[src/hdl/bdpc_pkg.sv]
package bdpc_pkg;

    // Fixed field widths of the pixel transaction.
    localparam int PIX_W      = 12;
    localparam int POS_W      = 22;
    localparam int RAD_W      = 20;
    localparam int ALPHA_W    = 9;
    localparam int BYTE_W     = 8;
    localparam int SIDE_REG_W = 13;

    // Configuration port.
    localparam int CFG_IDX_W  = 3;
    localparam int CFG_DATA_W = 13;

    // Signed width used for the bounding box edges before clamping.
    localparam int BOX_W = 24;

    localparam logic [ALPHA_W-1:0] ALPHA_OPAQUE = 9'd256;
    localparam logic [BYTE_W-1:0]  BYTE_MAX     = 8'd255;

    typedef enum logic [CFG_IDX_W-1:0] {
        CFG_CANVAS_WIDTH  = 3'd0,
        CFG_CANVAS_HEIGHT = 3'd1,
        CFG_BRUSH_RED     = 3'd2,
        CFG_BRUSH_GREEN   = 3'd3,
        CFG_BRUSH_BLUE    = 3'd4
    } t_cfg_index;

    // Per-pixel values that ride alongside the root extraction.
    typedef struct packed {
        logic               in_box;
        logic [RAD_W-1:0]   radius;
        logic [ALPHA_W-1:0] alpha;
        logic [BYTE_W-1:0]  old_alpha;
    } t_side;

endpackage

[src/hdl/bdpc_sqrt_pipe.sv]
module bdpc_sqrt_pipe
    import bdpc_pkg::*;
#(
    parameter int ROOT_W = 23
) (
    input  logic                  i_clk,
    input  logic                  i_rst_n,
    input  logic                  i_valid,
    input  logic [2*ROOT_W-1:0]   i_radicand,
    input  t_side                 i_side,
    output logic                  o_valid,
    output logic [ROOT_W-1:0]     o_root,
    output t_side                 o_side
);

    localparam int IN_W  = 2 * ROOT_W;
    localparam int REM_W = ROOT_W + 2;

    // One result bit is settled per stage, most significant first.
    logic              r_vld  [ROOT_W];
    logic [REM_W-1:0]  r_rem  [ROOT_W];
    logic [ROOT_W-1:0] r_root [ROOT_W];
    logic [IN_W-1:0]   r_rest [ROOT_W];
    t_side             r_side [ROOT_W];

    genvar k;
    generate
        for (k = 0; k < ROOT_W; k++) begin : g_stage
            logic              stg_vld;
            logic [REM_W-1:0]  stg_rem;
            logic [ROOT_W-1:0] stg_root;
            logic [IN_W-1:0]   stg_rest;
            t_side             stg_side;
            logic [REM_W-1:0]  rem_sh;
            logic [REM_W-1:0]  trial;
            logic              take;
            logic [REM_W-1:0]  n_rem;
            logic [ROOT_W-1:0] n_root;
            logic [IN_W-1:0]   n_rest;

            if (k == 0) begin : g_first
                assign stg_vld  = i_valid;
                assign stg_rem  = '0;
                assign stg_root = '0;
                assign stg_rest = i_radicand;
                assign stg_side = i_side;
            end else begin : g_next
                assign stg_vld  = r_vld[k-1];
                assign stg_rem  = r_rem[k-1];
                assign stg_root = r_root[k-1];
                assign stg_rest = r_rest[k-1];
                assign stg_side = r_side[k-1];
            end

            always_comb begin
                rem_sh = {stg_rem[REM_W-3:0], stg_rest[IN_W-1 -: 2]};
                trial  = {stg_root, 2'b01};
                take   = (rem_sh >= trial);
                n_rem  = take ? (rem_sh - trial) : rem_sh;
                n_root = {stg_root[ROOT_W-2:0], take};
                n_rest = {stg_rest[IN_W-3:0], 2'b00};
            end

            always_ff @(posedge i_clk) begin
                if (!i_rst_n) begin
                    r_vld[k] <= 1'b0;
                end else begin
                    r_vld[k] <= stg_vld;
                end
            end

            always_ff @(posedge i_clk) begin
                r_rem[k]  <= n_rem;
                r_root[k] <= n_root;
                r_rest[k] <= n_rest;
                r_side[k] <= stg_side;
            end
        end
    endgenerate

    assign o_valid = r_vld[ROOT_W-1];
    assign o_root  = r_root[ROOT_W-1];
    assign o_side  = r_side[ROOT_W-1];

endmodule

[config.mk]
export PLATFORM = sky130hd
export DESIGN_NAME = bdpc_sqrt_pipe
export DESIGN_NICKNAME = d
export VERILOG_FILES = /design/src/hdl/bdpc_pkg.sv /design/src/hdl/bdpc_sqrt_pipe.sv
export SDC_FILE = /design/constraint.sdc
export NUM_CORES = 2
export LEC_CHECK = 0
export ABC_AREA = 1
export BUFFER_PORTS_ARGS = -buffer_cell sky130_fd_sc_hd__buf_2
export CELL_PAD_IN_SITES_DETAIL_PLACEMENT = 1
export CELL_PAD_IN_SITES_GLOBAL_PLACEMENT = 2
export CORE_MARGIN = 3
export CORE_UTILIZATION = 35
export DETAILED_ROUTE_END_ITERATION = 12
export PLACE_DENSITY = 0.72
export SYNTH_ARGS = -nofsm -noshare
export SYNTH_HDL_FRONTEND = slang
export SYNTH_SLANG_ARGS = --single-unit
[constraint.sdc]
create_clock -name i_clk -period 2.5 [get_ports i_clk]
set_clock_uncertainty 0.05 [all_clocks]
set_input_delay 0.25 -clock i_clk [delete_from_list [all_inputs] [get_ports i_clk]]
set_output_delay 0.25 -clock i_clk [all_outputs]
set_load 0.01 [all_outputs]
==> impl_metrics.yaml <==
floorplanning:
  ios: 149
  rows: 167
  core_area_um2: 208000
  start_util_pct: 35.4
  die_w_um: 465
  fp.dieArea_um2: 216000
  die_h_um: 465
power_and_ir_drop:
  total_power_uw: 94800
  p_leak_uw: 0.0449
  irDropWorstVdd_mv: 0.818
  power_density_nw_per_um2: 1070
detailed_routing:
  wl_per_cell_um: 16.2
  dr.pass1.iters: 8
  viasPerCell: 4.40
  drc: 0
  finalWirelength_um: 199000
  first_iter_violations: 2101
  vias: 54100
  antenna_left: 0
clocking:
  htreeDepth: 4
  cts_root_buf: "clkbuf_16"
  cts_buffer_depth: 3
  clk_pin_slew_ns: 0.06
  cts_buffers: 215
  clk_latency_ns: 0.87
  tritoncts: "done"
  clock_sinks: 2157
setup_path:
  critPathLaunchType: "register"
  setup.worst_path.end_class: "register"
  cp_max_fo: 9
  r2r_cells: 8
  critPathRequiredTime_ns: 3.14
  r2r_end: "r_rem[2][25]"
  r2r-start: "r_root[1][6]"
  r2r_slack_ns: 0.14
  path_class: "register to register"
  crit_arrival_ns: 3.00
synth:
  synth_cells: 8639
  netlist.area_leader.share_pct: 58.6
  synth_cell_types: 52
  synth.area.top_cells: "dfxtp_1, nand2_1, inv_1"
  async_reset_ff_share_pct: 0
  synth_area_leader_cell: "dfxtp_1"
  synthFlopType: "dfxtp_1"
  ys_ff_latch: 2157
  syn_area_per_cell_um2: 8.53
  synth-edff-count: 0
  synth_seq_area_share_pct: 58.6
  syn_area_um2: 73700
  yosys_warnings: 0
  syn-num-nets: 9026
outcome:
  status: "completed"
timing:
  setup_viol: 0
  finalMaxSlewViolations: 0
  period_share_pct: 94.2
  max_freq_ghz: 0.425
  period_minus_slack_ns: 2.36
  hold_violations: 0
  rsz0062_at_grt: "yes"
  worstMarginPinSlew_ns: 0.652
  setup_ws_ns: 0.145
  slew_headroom_pct: 56.2
final_layout:
  fin_nets: 9706
  layout_commonest_cell: "nand2_1"
  area_delta_synth_final_pct: 20.5
  drive_gt1_share_pct: 9.11
  final_cell_mix: "nand2_1, dfxtp_1, inv_1"
global_routing:
  grt_usage_pct: 18.3
  antenna_found_initial: 7
  grt_max_degree: 31
  overflow: 0
  grt_pass1_vias: 57500
  grt_pass1_wl_um: 316000
min_path:
  hp-start: "i_radicand[44]"
  hp-class: "input port to register"
  min_path_cells: 4
  min_to: "r_rem[0][1]"
place:
  pre_cts_ws_ns: -0.323
  io_buffers: 148
  dp_hpwl_um: 155000
  gp_congestion: 0.864
run:
  maxCapViolCount: 0
report_power, final:
group / total [uW] / internal (uW) / switching, uW
Sequential: 42200 / 38800 / 3410
Clock: 34000 / 20000 / 14100
Combinational: 18600 / 6700 / 11900
Total: 94800 / 65400 / 29400
kinds of logic (layout without fill, tap and decap cells):
kind of cell | count (synthesis) | after routing | synth area share [%]
flip-flops | 2157 | 2157 | 58.6
adder cells (fa/ha/maj) | 300 | 300 | 5.09
AO/OA/AOI/OAI | 461 | 461 | 3.30
AND/OR/NAND/NOR | 4152 | 4154 | 23.4
other | 1 | 4 | 0.00509
XOR/XNOR | 189 | 189 | 2.25
buffers and inverters | 1379 | 2244 | 7.39
worst max-delay path, stage by stage, from the launching register on:
cell	delay, ns
dfxtp_1	0.36
inv_1	0.05
ha_1	0.34
a21oi_1	0.28
nand2_1	0.11
nand3b_1	0.29
nand2_1	0.18
nand3_2	0.29
xor2_1	0.24
Yosys cell counts, types with 7 or more instances:
master / instances
nor2_1: 681
buf_4: 14
nor2_2: 19
nand2_2: 11
or2_2: 15
nand3_2: 13
inv_1: 1300
buf_6: 19
ha_1: 300
nand3b_1: 92
nor3_1: 65
xnor2_1: 73
a21oi_2: 7
o21ai_0: 136
xor2_1: 116
inv_2: 7
a21oi_1: 255
nand2_1: 2634
nand4_1: 141
o21ai_1: 34
o21bai_1: 11
dfxtp_1: 2157
nand3_1: 446
buf_2: 24
flip-flops by register name, indices dropped and copies added (netlist names):
register / cells
r_side: 874
r_rest: 506
r_rem: 478
r_root: 276
r_vld: 23
per-layer routing:
layer  global-route usage (%)  wire [um]  vias up
met5                        0          0        -
met4                     4.17       3730        0
met3                     2.59       4940      232
met2                     32.8      98100      489
met1                     23.2      91900    25400
li1                         -          -    28000
worst max-delay path by stage:
stage             startpoint           end  slack, ns
4_1_cts        r_root[2][33]  r_rem[4][55]       0.01
2_1_floorplan  r_root[0][94]  r_rem[1][29]       0.62
3_5_place_dp   r_root[2][51]  r_rem[4][77]      -0.32
5_1_grt         r_root[1][6]  r_rem[2][25]      -0.03
3_3_place_gp   r_root[2][51]  r_rem[4][76]      -0.30
6_report        r_root[1][6]  r_rem[2][25]       0.14
per-stage QoR:
| stage | setup TNS, ns | utilization (%) | cells | hold WS, ns | cell area (um2) |
|---|---|---|---|---|---|
| after floorplan | 0 | - | 8639 | 0.228 | 73700 |
| after global placement | -6.19 | 38.0 | 11700 | 0.260 | 79100 |
| after detailed placement | -6.17 | 38.0 | 11700 | 0.263 | 79100 |
| after CTS | 0 | 42.5 | 12300 | 0.000509 | 88600 |
| after global routing | -0.0372 | 42.6 | 12300 | 0.0920 | 88800 |
| final | 0 | 42.6 | 12300 | 0.139 | 88800 |
final cells by class:
class,instances,area (um2)
fill,24300,119000
sequential,2157,43200
multi-input combinational,5105,25300
clock buffer,275,5950
inverter,1308,4910
timing repair buffer,532,4220
tap,2788,3490
clock inverter,129,1810
antenna,3,7.51
repair_timing:
action,in CTS,in global routing
pin swaps,1,2
endpoints found under the hold margin,108,0
endpoints found under the setup margin,67,141
buffers inserted,5,5
cloned,0,2
resized for setup,10,49
hold buffers,172,0
Power figures use the tool's default switching activity.
